$ cat src/hw/rtl/uasmd_pkg.sv
// ----------------------------------------------------------------------------
// uasmd_pkg
// Shared operation codes and control types of the unsigned arithmetic unit.
// ----------------------------------------------------------------------------
`default_nettype none

package uasmd_pkg;

  localparam int OP_W = 3;

  localparam logic [OP_W-1:0] OP_ADD = 3'd0;
  localparam logic [OP_W-1:0] OP_SUB = 3'd1;
  localparam logic [OP_W-1:0] OP_MUL = 3'd2;
  localparam logic [OP_W-1:0] OP_DIV = 3'd3;
  localparam logic [OP_W-1:0] OP_REM = 3'd4;

  typedef struct packed {
    logic load;
    logic step;
    logic done;
  } uasmd_ctrl_t;

endpackage

`default_nettype wire

$ cat src/hw/rtl/uasmd_seq.sv
// ----------------------------------------------------------------------------
// uasmd_seq
// Sequencer: counts the shift-add and restoring-division steps of one word.
// ----------------------------------------------------------------------------
`default_nettype none

module uasmd_seq import uasmd_pkg::*; #(
  parameter int DATA_WIDTH = 32
) (
  input  wire logic            clk,
  input  wire logic            rst_n,
  input  wire logic            in_valid,
  input  wire logic [OP_W-1:0] in_op,
  input  wire logic            in_b_zero,
  input  wire logic            out_free,
  output logic                 in_ready,
  output uasmd_ctrl_t          ctrl
);

  localparam int CW = $clog2(DATA_WIDTH);

  localparam logic [1:0] ST_IDLE = 2'd0;
  localparam logic [1:0] ST_RUN  = 2'd1;
  localparam logic [1:0] ST_FIN  = 2'd2;

  logic [1:0]    state_r, state_nxt;
  logic [CW-1:0] cnt_r, cnt_nxt;
  logic          long_op;

  assign long_op = (in_op == OP_MUL) ||
                   (((in_op == OP_DIV) || (in_op == OP_REM)) && !in_b_zero);

  assign in_ready  = (state_r == ST_IDLE);
  assign ctrl.load = in_ready && in_valid;
  assign ctrl.step = (state_r == ST_RUN);
  assign ctrl.done = (state_r == ST_FIN) && out_free;

  always_comb begin
    state_nxt = state_r;
    cnt_nxt   = cnt_r;
    unique case (state_r)
      ST_IDLE: begin
        if (in_valid) begin
          state_nxt = long_op ? ST_RUN : ST_FIN;
          cnt_nxt   = CW'(DATA_WIDTH - 1);
        end
      end
      ST_RUN: begin
        cnt_nxt = cnt_r - 1'b1;
        if (cnt_r == '0) begin
          state_nxt = ST_FIN;
        end
      end
      ST_FIN: begin
        if (out_free) begin
          state_nxt = ST_IDLE;
        end
      end
      default: begin
        state_nxt = ST_IDLE;
      end
    endcase
  end

  always_ff @(posedge clk) begin
    if (!rst_n) begin
      state_r <= ST_IDLE;
      cnt_r   <= '0;
    end else begin
      state_r <= state_nxt;
      cnt_r   <= cnt_nxt;
    end
  end

endmodule

`default_nettype wire

$ cat src/hw/rtl/uasmd_dp.sv
// ----------------------------------------------------------------------------
// uasmd_dp
// Datapath: shared adder-subtractor with accumulator and shift register.
// ----------------------------------------------------------------------------
`default_nettype none

module uasmd_dp import uasmd_pkg::*; #(
  parameter int DATA_WIDTH = 32
) (
  input  wire logic                  clk,
  input  wire uasmd_ctrl_t           ctrl,
  input  wire logic [OP_W-1:0]       in_op,
  input  wire logic [DATA_WIDTH-1:0] in_a,
  input  wire logic [DATA_WIDTH-1:0] in_b,
  output logic [DATA_WIDTH-1:0]      res,
  output logic                       ovf,
  output logic                       dz
);

  localparam int W  = DATA_WIDTH;
  localparam int AW = DATA_WIDTH + 2;

  logic [OP_W-1:0] op_r;
  logic [W-1:0]    acc_r, acc_nxt;
  logic [W-1:0]    mq_r, mq_nxt;
  logic [W-1:0]    b_r;
  logic            dz_r;

  logic            is_div, do_sub, b_zero, in_div;
  logic [AW-1:0]   x, y, sum;
  logic [W:0]      mul_t;

  assign is_div = (op_r == OP_DIV) || (op_r == OP_REM);
  assign do_sub = is_div || (op_r == OP_SUB);
  assign x      = is_div ? {1'b0, acc_r, mq_r[W-1]} : {2'b00, acc_r};
  assign y      = {2'b00, b_r};
  assign sum    = do_sub ? (x - y) : (x + y);
  assign mul_t  = mq_r[0] ? sum[W:0] : {1'b0, acc_r};

  assign b_zero = (in_b == '0);
  assign in_div = (in_op == OP_DIV) || (in_op == OP_REM);

  always_comb begin
    acc_nxt = acc_r;
    mq_nxt  = mq_r;
    if (is_div) begin
      if (!sum[AW-1]) begin
        acc_nxt = sum[W-1:0];
      end else begin
        acc_nxt = x[W-1:0];
      end
      mq_nxt = {mq_r[W-2:0], !sum[AW-1]};
    end else begin
      acc_nxt = mul_t[W:1];
      mq_nxt  = {mul_t[0], mq_r[W-1:1]};
    end
  end

  always_ff @(posedge clk) begin
    if (ctrl.load) begin
      op_r <= in_op;
      b_r  <= in_b;
      mq_r <= in_a;
      dz_r <= in_div && b_zero;
      if ((in_op == OP_MUL) || (in_div && !b_zero)) begin
        acc_r <= '0;
      end else begin
        acc_r <= in_a;
      end
    end else if (ctrl.step) begin
      acc_r <= acc_nxt;
      mq_r  <= mq_nxt;
    end
  end

  always_comb begin
    res = '0;
    ovf = 1'b0;
    dz  = 1'b0;
    unique case (op_r)
      OP_ADD: begin
        res = sum[W-1:0];
        ovf = sum[W];
      end
      OP_SUB: begin
        res = sum[W-1:0];
        ovf = sum[AW-1];
      end
      OP_MUL: begin
        res = mq_r;
        ovf = |acc_r;
      end
      OP_DIV: begin
        res = dz_r ? '1 : mq_r;
        dz  = dz_r;
      end
      OP_REM: begin
        res = acc_r;
        dz  = dz_r;
      end
      default: begin
        res = '0;
      end
    endcase
  end

endmodule

`default_nettype wire

$ cat src/hw/rtl/unsigned_add_sub_mul_div_unit.sv
// ----------------------------------------------------------------------------
// unsigned_add_sub_mul_div_unit
// Unsigned add, subtract, shift-add multiply and restoring divide/remainder.
// ----------------------------------------------------------------------------
// Channel  Direction  tdata (low bit up)              tuser (low bit up)
// in_      slave      operand_a, operand_b            op
// out_     master     result                          overflow, divide_by_zero
//
// Add, subtract, zero-divisor and unused codes: no steps; the final state
// registers the result, and only then is the next word accepted.
// Multiply, divide, remainder: DATA_WIDTH steps of the shared adder-subtractor,
// then the final state as above; no new word is accepted before it.
// Synchronous active-low reset clears the sequencer and the output valid.
// in_tready is low while a word is at work; a stalled result holds the final state.
// ----------------------------------------------------------------------------
`default_nettype none

module unsigned_add_sub_mul_div_unit import uasmd_pkg::*; #(
  parameter int DATA_WIDTH = 32,
  localparam int IN_TW  = ((2 * DATA_WIDTH + 7) / 8) * 8,
  localparam int OUT_TW = ((DATA_WIDTH + 7) / 8) * 8
) (
  input  wire logic              clk,
  input  wire logic              rst_n,
  input  wire logic              in_tvalid,
  output logic                   in_tready,
  input  wire logic [IN_TW-1:0]  in_tdata,   // operand_a, operand_b
  input  wire logic [OP_W-1:0]   in_tuser,   // op
  output logic                   out_tvalid,
  input  wire logic              out_tready,
  output logic [OUT_TW-1:0]      out_tdata,  // result
  output logic [1:0]             out_tuser   // overflow, divide_by_zero
);

  uasmd_ctrl_t           ctrl;
  logic [DATA_WIDTH-1:0] in_a, in_b, res;
  logic                  ovf, dz, out_free;
  logic                  out_valid_r;
  logic [OUT_TW-1:0]     out_data_r;
  logic [1:0]            out_user_r;

  assign in_a     = in_tdata[DATA_WIDTH-1:0];
  assign in_b     = in_tdata[2*DATA_WIDTH-1:DATA_WIDTH];
  assign out_free = !out_valid_r || out_tready;

  uasmd_seq #(.DATA_WIDTH(DATA_WIDTH)) u_seq (
    .clk       (clk),
    .rst_n     (rst_n),
    .in_valid  (in_tvalid),
    .in_op     (in_tuser),
    .in_b_zero (in_b == '0),
    .out_free  (out_free),
    .in_ready  (in_tready),
    .ctrl      (ctrl)
  );

  uasmd_dp #(.DATA_WIDTH(DATA_WIDTH)) u_dp (
    .clk   (clk),
    .ctrl  (ctrl),
    .in_op (in_tuser),
    .in_a  (in_a),
    .in_b  (in_b),
    .res   (res),
    .ovf   (ovf),
    .dz    (dz)
  );

  always_ff @(posedge clk) begin
    if (!rst_n) begin
      out_valid_r <= 1'b0;
    end else if (ctrl.done) begin
      out_valid_r <= 1'b1;
    end else if (out_tready) begin
      out_valid_r <= 1'b0;
    end
  end

  always_ff @(posedge clk) begin
    if (ctrl.done) begin
      out_data_r <= OUT_TW'(res);
      out_user_r <= {dz, ovf};
    end
  end

  assign out_tvalid = out_valid_r;
  assign out_tdata  = out_data_r;
  assign out_tuser  = out_user_r;

  a_done_valid: assert property (@(posedge clk) disable iff (!rst_n)
    ctrl.done |=> out_tvalid)
    else $error("result word not presented after completion");

  a_busy_after_load: assert property (@(posedge clk) disable iff (!rst_n)
    ctrl.load |=> !in_tready)
    else $error("input accepted while a word is at work");

  a_flags_exclusive: assert property (@(posedge clk) disable iff (!rst_n)
    out_tvalid |-> !(out_tuser[0] && out_tuser[1]))
    else $error("overflow and divide-by-zero raised together");

endmodule

`default_nettype wire

$ cat config.mk
export PLATFORM = sky130hd
export DESIGN_NAME = unsigned_add_sub_mul_div_unit
export DESIGN_NICKNAME = d
export VERILOG_FILES = /design/src/hw/rtl/uasmd_pkg.sv /design/src/hw/rtl/uasmd_seq.sv /design/src/hw/rtl/uasmd_dp.sv /design/src/hw/rtl/unsigned_add_sub_mul_div_unit.sv
export SDC_FILE = /design/constraint.sdc
export NUM_CORES = 1
export LEC_CHECK = 0
export ABC_AREA = 1
export CELL_PAD_IN_SITES_DETAIL_PLACEMENT = 1
export CELL_PAD_IN_SITES_GLOBAL_PLACEMENT = 2
export CORE_MARGIN = 2
export CORE_UTILIZATION = 38
export CTS_CLUSTER_SIZE = 16
export DETAILED_ROUTE_END_ITERATION = 10
export DONT_BUFFER_PORTS = 1
export GPL_TIMING_DRIVEN = 1
export PLACE_DENSITY = 0.81
export REMOVE_ABC_BUFFERS = 1
export SYNTH_ARGS = -nofsm -noshare
export SYNTH_HDL_FRONTEND = slang
export SYNTH_HIERARCHICAL = 1
export SYNTH_SLANG_ARGS = --single-unit
export TNS_END_PERCENT = 30
$ cat constraint.sdc
create_clock -name clk -period 4.03 [get_ports clk]
set_input_delay 0.806 -clock clk [delete_from_list [all_inputs] [get_ports clk]]
set_output_delay 0.806 -clock clk [all_outputs]
set_load 0.03 [all_outputs]
Yosys cells after proc, flatten, opt, wreduce, memory -nomap -nowiden --
Cells that the tools add are included.
Operators by class: add/sub/neg operators 3, multiplexer cells 23, reduce and logical (&&, ||, !) cells 24, eq/ne operators 12
Operators with widths (number):
- 2-to-1 mux 32 bit | 9
- case mux 32 bit (4 select lines) | 1
- 2-to-1 mux 33 bit | 2
- adder 34 x 32 -> 34 bit | 1
- 2-to-1 mux 34 bit | 1
- subtractor 34 x 32 -> 34 bit | 1
- logical NOT 32 bit | 1
- OR reduction 32 bit | 1
- == test 3 x 2 -> 1 bit, second input constant | 4
- case mux 5 bit (2 select lines) | 1
- 2-to-1 mux 2 bit | 4
- == test 3 bit, second input constant | 2
- case mux 2 bit (3 select lines) | 1
- nonzero test 2 bit | 3
- logical NOT 5 bit | 1
- logical OR 1 bit | 5
- 2-to-1 mux 5 bit | 1
- subtractor 5 x 1 -> 5 bit, second input constant | 1
- logical AND 1 bit | 4
- != test 2 x 1 -> 1 bit, second input constant | 2
- OR reduction 2 bit | 2
- == test 3 x 1 -> 1 bit, second input constant | 1
- logical NOT 1 bit | 3
- logical NOT 3 bit | 1
- 8 further kinds | 9
Word-level totals: input port bits 71, register bits after elaboration 142, output and inout bits 36

Longest topological paths before layout --
Gate-level depths: netlist of run 1.
depth after elaboration 9, gate-level depth with buffers 27, depth with buffers taken out 25

Hierarchy --
The synthesis of run 1 kept the hierarchy.
Modules (own cells, without submodules):
- uasmd_dp | cells an instance 1321, area an instance 9156.3 µm², instances 1, sequential area each 3002.9 µm²
- unsigned_add_sub_mul_div_unit | cells an instance 70, area an instance 1176.1 µm², instances 1, sequential area each 1041.0 µm²
- uasmd_seq | cells an instance 60, area an instance 406.6 µm², instances 1, sequential area each 140.1 µm²

Worst setup path before layout of run 1 --
OpenSTA, ideal clock, no wires.
path type input port to flip-flop, from input port out_tready, to register out_data_r[0], in the netlist out_tdata[0], enable pin, library setup time 470 ps, arrival 3318 ps, stages on the path 4, path buffers 0, required time 3560 ps, slack 242 ps, path through inv_1 -> nand2_1 -> inv_1 -> nor3_1
RTL lines:
- from (decl) | RTL line unsigned_add_sub_mul_div_unit.sv:30 | input wire logic out_tready,
- to (signal assigned) | RTL line unsigned_add_sub_mul_div_unit.sv:80 | out_data_r <= OUT_TW'(res);
- to (decl) | RTL line unsigned_add_sub_mul_div_unit.sv:39 | logic [OUT_TW-1:0] out_data_r;

Worst setup path after layout of run 1 --
from register u_dp.b_r[2], to register u_dp.acc_r[8] (data pin)
On the way: cells in the longest elaborated chain, start to end 6
Ends and longest elaborated chain:
- from (decl) | RTL line uasmd_dp.sv:26 | logic [W-1:0] b_r;
- from (signal assigned) | RTL line uasmd_dp.sv:62 | b_r <= in_b;
- adder 34 x 32 -> 34 bit / subtractor 34 x 32 -> 34 bit (equally long branches) | RTL line uasmd_dp.sv:37 | assign sum = do_sub ? (x - y) : (x + y);
- 2-to-1 mux 34 bit (*) | RTL line uasmd_dp.sv:37
- 2-to-1 mux 33 bit / 2-to-1 mux 32 bit (equally long branches) | RTL line uasmd_dp.sv:38, uasmd_dp.sv:47
- 2-to-1 mux 32 bit (*) | RTL line uasmd_dp.sv:46 | if (is_div) begin
- 2-to-1 mux 32 bit (*) | RTL line uasmd_dp.sv:70 | end else if (ctrl.step) begin
- 2-to-1 mux 32 bit (*) | RTL line uasmd_dp.sv:60 | if (ctrl.load) begin
- to (signal assigned) | RTL line uasmd_dp.sv:68 | acc_r <= in_a;
- to (signal assigned) | RTL line uasmd_dp.sv:71 | acc_r <= acc_nxt;
- to (decl) | RTL line uasmd_dp.sv:24 | logic [W-1:0] acc_r, acc_nxt;
Mark *: on every way between the ends. The rest lies on a longest branch, timed or not. The select of a mux whose other input is x is not followed. A chain may end at the register's enable or synchronous reset.

==> results of run 1 <==
[layout make-up]
class / instances / area share
Tap cell: 378 / 0.0361
Multi-Input combinational cell: 1106 / 0.480
Clock inverter: 14 / 0.00888
Clock buffer: 18 / 0.0344
Inverter: 137 / 0.0394
Timing Repair Buffer: 105 / 0.0814
Sequential cell: 142 / 0.319
[layout by cell type, fill, tap and decap left out, types with 5 or more instances in the layout]
cell type	instances
clkbuf_16	25
nor2_4	8
o221ai_1	15
nand2_1	307
nand3_2	11
nor4_1	16
o21ai_1	17
a21oi_1	44
inv_1	124
dfxtp_1	8
nand3b_1	5
nand3_1	146
o21ai_0	139
nor2_2	18
ha_1	28
inv_6	6
inv_2	9
a21o_1	6
nor3_1	7
nor2_1	147
buf_4	86
o22ai_1	7
o21bai_1	23
o211ai_1	13
nand4_1	12
a21oi_2	6
o21a_1	6
nand2_2	12
buf_12	7
a221oi_1	19
edfxtp_1	134
nor3_2	5
xnor2_2	5
xor2_1	25
nand3_4	5
xnor2_1	16
[per-stage QoR]
stage	hold slack, ns	cells
after global routing	0.427	1900
after global placement	0.462	1840
final	0.445	1900
after floorplan	0.444	1385
after CTS	0.428	1877
after detailed placement	0.471	1840
[state kept, by name, indices dropped and copies added, names as in the netlist]
| signal | flops |
|---|---|
| u_dp/acc_r | 32 |
| u_dp/mq_r | 32 |
| u_seq/state_r | 2 |
| u_dp/b_r | 32 |
| u_dp/dz_r | 1 |
| u_seq/cnt_r | 5 |
| out_tvalid | 1 |
| u_dp/op_r | 3 |
| out_tuser | 2 |
| out_tdata | 32 |
[power breakdown]
part	leakage, µW	internal (µW)	switching, µW
clock network	0.000287	845	738
logic	0.00378	1950	3260
registers	0.00136	2060	331
total	0.00542	4860	4330
[worst max-delay path by stage]
stage | cells after the start | from | slack, ns | to
2_1_floorplan | 19 | u_dp/op_r[0]$_DFFE_PP_ | -1.06 | u_dp/acc_r[15]$_DFFE_PP_
3_3_place_gp | 23 | u_dp/b_r[0]$_DFFE_PP_ | -0.10 | u_dp/acc_r[27]$_DFFE_PP_
3_5_place_dp | 23 | u_dp/b_r[1]$_DFFE_PP_ | -0.23 | u_dp/acc_r[27]$_DFFE_PP_
4_1_cts | 23 | u_dp/b_r[1]$_DFFE_PP_ | 0.004 | u_dp/acc_r[30]$_DFFE_PP_
5_1_grt | 24 | u_dp/b_r[2]$_DFFE_PP_ | -0.12 | u_dp/acc_r[2]$_DFFE_PP_
6_report | 24 | u_dp/b_r[2]$_DFFE_PP_ | 0.13 | u_dp/acc_r[8]$_DFFE_PP_
[repair_timing]
action                     in CTS  in global routing
pin swaps                       4                 43
setup endpoints to repair      33                 41
resized for setup              21                117
buffers inserted                3                 16
gates cloned                    2                  7
[cell families after synthesis]
kind of cell	count (synthesis)
AND/OR/NAND/NOR	709
buffers and inverters	203
adder cells (fa/ha/maj)	35
XOR/XNOR	52
AO/OA/AOI/OAI	310
flip-flops	142
[routing by layer]
| layer | global-route usage | up-vias |
|---|---|---|
| met4 | 0.0669 | 0 |
| met5 | 0 | - |
| met2 | 0.501 | 306 |
| met3 | 0.0428 | 66 |
| li1 | - | 5129 |
| met1 | 0.363 | 5336 |
[worst max-delay path, stage by stage (launching register included)]
cell	delay (ns)
edfxtp_1	0.43
buf_4	0.17
nor2_1	0.11
nand2_1	0.09
nor2_2	0.13
nand2_2	0.10
o21ai_2	0.16
o21ai_2	0.09
buf_4	0.14
xnor2_1	0.12
buf_4	0.15
ha_1	0.30
a21o_1	0.19
a21boi_2	0.19
and2_4	0.20
nand3_4	0.10
nand3_4	0.12
nand3_4	0.16
nand2_8	0.17
clkbuf_16	0.19
nand3_2	0.06
nand3_1	0.08
nand2_1	0.06
nand2_1	0.07
nand2_1	0.06
==> metrics.txt, run 1 <==
status=completed; Clock Sinks=142; PwrDens=701 mW/mm²; footprint of the multi-input gates=0.00629 mm²; Core ar.=0.0278 mm²; CTS tree=done; async set or reset register ratio after synthesis=0; total die area=0.0296 mm²; vias per cell=5.70; Main synth FF type=edfxtp_1; Place WS=-0.235 ns; mapped cell area=0.0107 mm²; # IOs=107; M1 wire length=18.9 mm; post-route ant nets=0; Max Fclk=256 MHz; # setup viols final=0; ANT cells=0; register area share after synthesis=0.390; area delta synth->final=22.0%; top-count cell post-synth=nand2_1; initial antenna violation count=0; Yosys top cell area share=0.375; Final Max Slew Viols=0; Worst-path clk slew=0.07 ns; Slew @ Worst Pin=0.857 ns; hold buffer count at CTS=0; Netlist cell types=44; max layer used=met4; Synth Area in XOR/XNOR=0.0424; Final WS setup=0.128 ns; vias in the first global route=11200; routability cong.=0.859; IO buf count=0; Die X=172 µm; wirelength, routed=42.7 mm; num rows=61; CP Launch Type=flip-flop; layout cell share with drive strength beyond 1=0.162; flop2flop setup slack=0.13 ns; nets=1615; slew margin rel.=0.425; Sum Neg Setup Slack=0 ns; Clock Skews=0.0156 ns; clk root buf=clkbuf_16; Detailed Route Iter0 Violations=721; Period Utilization, post-route=0.968; drt wl/cell=22.5 µm; worst setup path class=flip-flop to flip-flop; CTS H-tree depth=4; first-pass GRT wire length=63.6 mm; WHS Endpoint=u_dp/b_r[7]$_DFFE_PP_; Synth Area in Simple Gates=0.283; area leader, netlist=edfxtp_1; worst r2r src=u_dp/b_r[2]$_DFFE_PP_; Yosys warnings=6; Avg Cell Area, Syn=7.40 µm²; Via Count=10800; post-layout instance area=0.0131 mm²; Worst R2R Path Depth=24; Initial Utilization=0.387; RSZ-0062 raised after global routing=yes; cell count after synthesis=1451; clock latency on the worst-skew pair=0.45 ns; crit path DAT=4.11 ns; final hold vios=0; largest family of logic cells by synthesized area=simple AND/OR/NAND/NOR gates; CP Max Fanout=8; worst vdd ir=0.000321 V; dpl cell area=0.0116 mm²; DP HPWL=28.8 mm; Final Total Pwr=9180 µW; largest net degree at the start of global routing=73; All-Layer GR Usage=0.283; WP data required=4.23 ns; Post-synth EDFFs=134; Fillers=3391; CTS max path bufs=2; number of buffers created by CTS=17; critical path capture point type=flip-flop; reg-to-reg endpoint=u_dp/acc_r[8]$_DFFE_PP_; max cap viols=0; hold path depth=0; FF/Latch Area=0.00418 mm²; min Tclk post-route=3.90 ns; Synth Register Bits=142; leakage=0.00542 µW; adder-cell share of the synthesized area=0.0415; Commonest cells post-synth=320 x nand2_1, 168 x nor2_1, 160 x nand3_1; chip height=172 µm; met3 routed WL=1.97 mm; TritonRoute pass-1 iters=5; top cells by area, synth=edfxtp_1 37%, nand2_1 11%, nand3_1 7.5%, o21ai_0 7.3%, nor2_1 5.9%; mux cell area share after synthesis=0; Synth Area in Compound Gates=0.171; met2 wire length=20.9 mm; worst hold start=in_tdata[39]; Finished Core Util=0.471; Remaining DRCs=0; grt total ovfl=0; Hold WC Path Type=input pin to flip-flop
Power figures use the tool's default switching activity.
==> run 2, diff against run 1 <==
Settings changed: CORE_MARGIN 2 to unset, SYNTH_HIERARCHICAL 1 to unset.
==> metrics.txt, run 2 <==
status=completed; grt total ovfl=0; All-Layer GR Usage=0.281; post-route ant nets=0; largest net degree at the start of global routing=104; flop2flop setup slack=0.12 ns; Initial Utilization=0.391; Max Fclk=256 MHz; total die area=0.0285 mm²; Period Utilization, post-route=0.970; Clock Skews=0.0196 ns; top cells by area, synth=edfxtp_1 38%, nand2_1 11%, o21ai_0 7.4%, nand3_1 7.2%, nor2_1 5.9%; CTS H-tree depth=4; Worst-path clk slew=0.08 ns; Commonest cells post-synth=297 x nand2_1, 166 x nor2_1, 156 x o21ai_0; async set or reset register ratio after synthesis=0; Synth Register Bits=142; Final Max Slew Viols=0; # IOs=107; Yosys top cell area share=0.380; wirelength, routed=40.6 mm; DP HPWL=28.3 mm; number of buffers created by CTS=17; Main synth FF type=edfxtp_1; WP data required=4.34 ns; CP Launch Type=flip-flop; max cap viols=0; clk root buf=clkbuf_16; drt wl/cell=21.5 µm; PwrDens=673 mW/mm²; CTS max path bufs=2; commonest non-fill, non-tap cell in the layout=nand2_1; final hold vios=0; Post-synth EDFFs=134; crit path DAT=4.22 ns; cell count after synthesis=1429; # setup viols final=0; CP max stage delay=0.42 ns; hold path depth=0; leakage=0.00541 µW; Finished Layout Cells=1884; crit path cell chain=buf_4 -> nor2_1 -> nand2_1 -> nor2_4 -> nand2_1 -> inv_1 -> a41oi_4 -> nor2_2 -> xor2_2 -> ha_1 -> a21oi_2 -> o21ai_1 -> a21oi_2 -> nand3_2 -> nand2_4 -> buf_6 -> nand3_4 -> buf_12 -> nand3_1 -> nand3_1 -> nand2_1 -> nand2_1 -> nand2_1; IO buf count=0; Die X=169 µm; mapped cell area=0.0106 mm²; CTS tree=done; chip height=169 µm; Place WS=-0.251 ns; worst setup path class=flip-flop to flip-flop; clock latency on the worst-skew pair=0.46 ns; CP Max Fanout=13; hold buffer count at CTS=0; critical path capture point type=flip-flop; initial antenna violation count=0; Core ar.=0.0271 mm²; Clock Sinks=142; register area share after synthesis=0.395; TritonRoute pass-1 iters=5; Remaining DRCs=0; Final WS setup=0.122 ns; Avg Cell Area, Syn=7.41 µm²; layout cell share with drive strength beyond 1=0.196; most used cell, CP=nand2_1; CP max stage cell=edfxtp_1; area delta synth->final=23.9%; top-count cell post-synth=nand2_1; Detailed Route Iter0 Violations=706; Yosys warnings=0; vias in the first global route=10700; min Tclk post-route=3.91 ns; slew margin rel.=0.462; Hold WC Path Type=input pin to flip-flop; most frequent cells in the layout=276 x nand2_1, 137 x inv_1, 137 x nor2_1; Slew @ Worst Pin=0.808 ns; RSZ-0062 raised after global routing=yes; worst vdd ir=0.000320 V; Netlist cell types=40; num rows=60; ANT cells=0; Worst R2R Path Depth=23; placed insts=1841; routability cong.=0.905; nets=1606; vias per cell=5.60; first-pass GRT wire length=61.1 mm; area leader, netlist=edfxtp_1; Via Count=10500
-- run 2: final timing paths --
kind / startpoint / end
worst max register to register: u_dp.b_r[4]$_DFFE_PP_ / u_dp.acc_r[4]$_DFFE_PP_
worst min-delay path: in_tdata[45] / u_dp.b_r[13]$_DFFE_PP_
worst max-delay path: u_dp.b_r[4]$_DFFE_PP_ / u_dp.acc_r[4]$_DFFE_PP_
worst min register to register: u_seq.cnt_r[4]$_SDFFE_PN0P_ / u_seq.cnt_r[4]$_SDFFE_PN0P_
-- run 2: where the power goes --
part | switching [µW] | internal (µW)
combinational | 2980 | 1940
sequential | 295 | 2010
clock | 711 | 903
total | 3980 | 4850
-- run 2: cell type report --
class	instances	area, µm²
repair buffers	116	1120
multi-input cells	1070	6190
fillers	3301	14000
well taps	372	465
clock inverters	10	72.6
inverters	152	577
flip-flops and latches	142	4180
clock buffers	22	508
-- run 2: cell families after synthesis --
family | count (synthesis) | synth area share
buffers and inverters | 217 | 0.0796
and+or+nand+nor | 682 | 0.279
AOI/OAI and AO/OA | 299 | 0.159
adders and majority gates | 36 | 0.0433
DFF | 142 | 0.395
xor gates and xnor gates | 53 | 0.0439
-- run 2: worst max-delay path, delay by kind of cell, from the launching register on --
| family | cells | cell delay (ns) |
|---|---|---|
| flip-flops | 1 | 0.42 |
| AND/OR/NAND/NOR | 13 | 1.49 |
| AO/OA/AOI/OAI | 4 | 0.65 |
| XOR/XNOR | 1 | 0.26 |
| adder cells (fa/ha/maj) | 1 | 0.35 |
| buffers and inverters | 4 | 0.59 |
-- run 2: layer usage --
layer  GRT usage  vias up  routed length [µm]
met1       0.364     5194               17800
met4      0.0870        0                 912
met5           0        -                   0
li1            -     5037                   -
met3      0.0442       45                1800
met2       0.481      266               20000
-- run 2: per-stage QoR --
stage | utilization | power, µW | hold WS, ns | area [µm²] | TNS [ns]
floorplan | - | 4890 | 0.439 | 10300 | -169.15
global placement | 0.433 | 6550 | 0.461 | 11700 | -2.74
detailed placement | 0.433 | 6620 | 0.465 | 11700 | -6.42
CTS | 0.459 | 8320 | 0.419 | 12400 | 0
global route | 0.484 | 9440 | 0.421 | 13100 | -2.33
finish | 0.484 | 8830 | 0.438 | 13100 | 0
-- run 2: what timing repair did --
item,CTS,global route
gates resized for setup,22,150
hold endpoints to repair,0,0
cloned,1,3
setup buffers,1,6
pin swaps,3,40
endpoints found under the setup margin,35,45
==> run 3, diff against run 2 <==
--- a/config.mk
+++ b/config.mk
@@ -9,10 +9,10 @@
 export CELL_PAD_IN_SITES_DETAIL_PLACEMENT = 1
 export CELL_PAD_IN_SITES_GLOBAL_PLACEMENT = 2
-export CORE_UTILIZATION = 38
+export CORE_UTILIZATION = 41
 export CTS_CLUSTER_SIZE = 16
 export DETAILED_ROUTE_END_ITERATION = 10
 export DONT_BUFFER_PORTS = 1
 export GPL_TIMING_DRIVEN = 1
-export PLACE_DENSITY = 0.81
+export PLACE_DENSITY = 0.86
 export REMOVE_ABC_BUFFERS = 1
 export SYNTH_ARGS = -nofsm -noshare
==> constraint.sdc (replaced) <==
create_clock -name clk -period 4.5 [get_ports clk]
set_input_delay 0.9 -clock clk [delete_from_list [all_inputs] [get_ports clk]]
set_output_delay 0.9 -clock clk [all_outputs]
set_load 0.05 [all_outputs]
==> metrics.txt, run 3 (synthesis gave the netlist of run 2 again) <==
Initial Utilization=0.419; # IOs=107; drt wl/cell=21.2 µm; All-Layer GR Usage=0.287; Final Max Slew Viols=0; Final WS setup=0.289 ns; DP HPWL=26.9 mm; Max Fclk=237 MHz; CTS tree=done; Die X=163 µm; # setup viols final=0; status=completed; CP Max Fanout=32; min Tclk post-route=4.21 ns; worst setup path class=flip-flop to flip-flop; CTS H-tree depth=4; CP max stage delay=0.49 ns; clock latency on the worst-skew pair=0.43 ns; final hold vios=0; wirelength, routed=37.3 mm; Via Count=10200; CP Launch Type=flip-flop; Period Utilization, post-route=0.936; PwrDens=595 mW/mm²; CP max stage cell=edfxtp_1; post-layout instance area=0.0117 mm²; Core ar.=0.0253 mm²; chip height=163 µm; vias per cell=5.78; Clock Skews=0.0117 ns; Place WS=0.0556 ns; dpl cell area=0.0110 mm²; first-pass GRT wire length=58.0 mm; layout cell share with drive strength beyond 1=0.0700; most frequent cells in the layout=295 x nand2_1, 161 x nor2_1, 153 x nand3_1; IO buf count=0; area delta synth->final=10.3%; post-route ant nets=0; commonest non-fill, non-tap cell in the layout=nand2_1; flop2flop setup slack=0.29 ns; crit path DAT=4.39 ns; initial antenna violation count=0; critical path capture point type=flip-flop; ANT cells=0; Critical path buffers and inverters=4; CTS max path bufs=2; routability cong.=0.975; max cap viols=0; WP data required=4.68 ns; Finished Core Util=0.462; TritonRoute pass-1 iters=5; leakage=0.00481 µW; Finished Layout Cells=1758; nets=1522; worst vdd ir=0.000305 V; Detailed Route Iter0 Violations=630; hold buffer count at CTS=0; grt total ovfl=0; total die area=0.0265 mm²; Clock Sinks=142; vias in the first global route=10400; number of buffers created by CTS=17; slew margin rel.=0.212; largest net degree at the start of global routing=72; Remaining DRCs=0; Slew @ Worst Pin=1.18 ns; num rows=58; placed insts=1718; Hold WC Path Type=flip-flop to flip-flop; Fillers=3141; CP delay by family, top=simple AND/OR/NAND/NOR gates; crit path cell chain=inv_2 -> nand3_2 -> nand2_4 -> nor2_8 -> clkinvlp_4 -> buf_4 -> a41oi_2 -> nor2_1 -> xor2_1 -> ha_1 -> a21oi_1 -> o21ai_0 -> a21oi_1 -> nand3_1 -> nand2_2 -> nand2_4 -> nand2_2 -> buf_12 -> nand3_1 -> nand3_1 -> nand2_1 -> nand2_1 -> nand2_1; clk root buf=clkbuf_16; Worst-path clk slew=0.07 ns
-- run 3: cell count changes in the layout (fill, tap and decap cells not counted), moves of 16 or more --
cell | before | now
buf_4 | 96 | 26
nand3_1 | 129 | 153
nor2_1 | 137 | 161
nand3_2 | 25 | 2
nand2_1 | 276 | 295
nor2_2 | 23 | 7
o21ai_0 | 135 | 151
-- run 3: worst paths after layout --
check                                    from                           to  cells after the start
setup reg to reg       u_dp.op_r[2]$_DFFE_PP_      u_dp.acc_r[9]$_DFFE_PP_                     23
setup / recovery       u_dp.op_r[2]$_DFFE_PP_      u_dp.acc_r[9]$_DFFE_PP_                     23
hold / removal    u_seq.cnt_r[4]$_SDFFE_PN0P_  u_seq.cnt_r[4]$_SDFFE_PN0P_                      1
hold reg to reg   u_seq.cnt_r[4]$_SDFFE_PN0P_  u_seq.cnt_r[4]$_SDFFE_PN0P_                      1
-- run 3: repair_timing --
| item | CTS | global route |
|---|---|---|
| buffers inserted | 0 | 8 |
| pin swaps | 0 | 5 |
| resized for setup | 1 | 17 |
| endpoints found under the setup margin | 1 | 34 |
-- run 3: cell type report --
type | count | area, µm² | area share
clock buffer | 18 | 439 | 0.0376
clock inverter | 14 | 118 | 0.0101
inverter | 152 | 577 | 0.0494
multi-input combinational | 1070 | 5630 | 0.482
sequential | 142 | 4180 | 0.358
tap | 330 | 413 | 0.0354
timing repair buffer | 32 | 315 | 0.0270
-- run 3: where the power goes --
part / internal [µW] / leakage (µW) / switching, µW / total, µW
clock: 743 / 0.000282 / 658 / 1400
sequential: 1800 / 0.00136 / 301 / 2100
combinational: 1130 / 0.00317 / 2320 / 3450
total: 3670 / 0.00481 / 3280 / 6950
-- run 3: through the flow --
step	TNS (ns)	total power, µW	hold WS (ns)
2_1_floorplan	-105.74	4420	0.439
6_report	0	6950	0.485
4_1_cts	0	6920	0.493
3_5_place_dp	0	5480	0.478
5_1_grt	-0.305	7440	0.523
3_3_place_gp	0	5420	0.457
-- run 3: per-layer routing --
layer  track usage  routed length [µm]
met1         0.373               16500
met2         0.490               18300
met3        0.0415                1570
met4        0.0871                 902
met5             0                   0
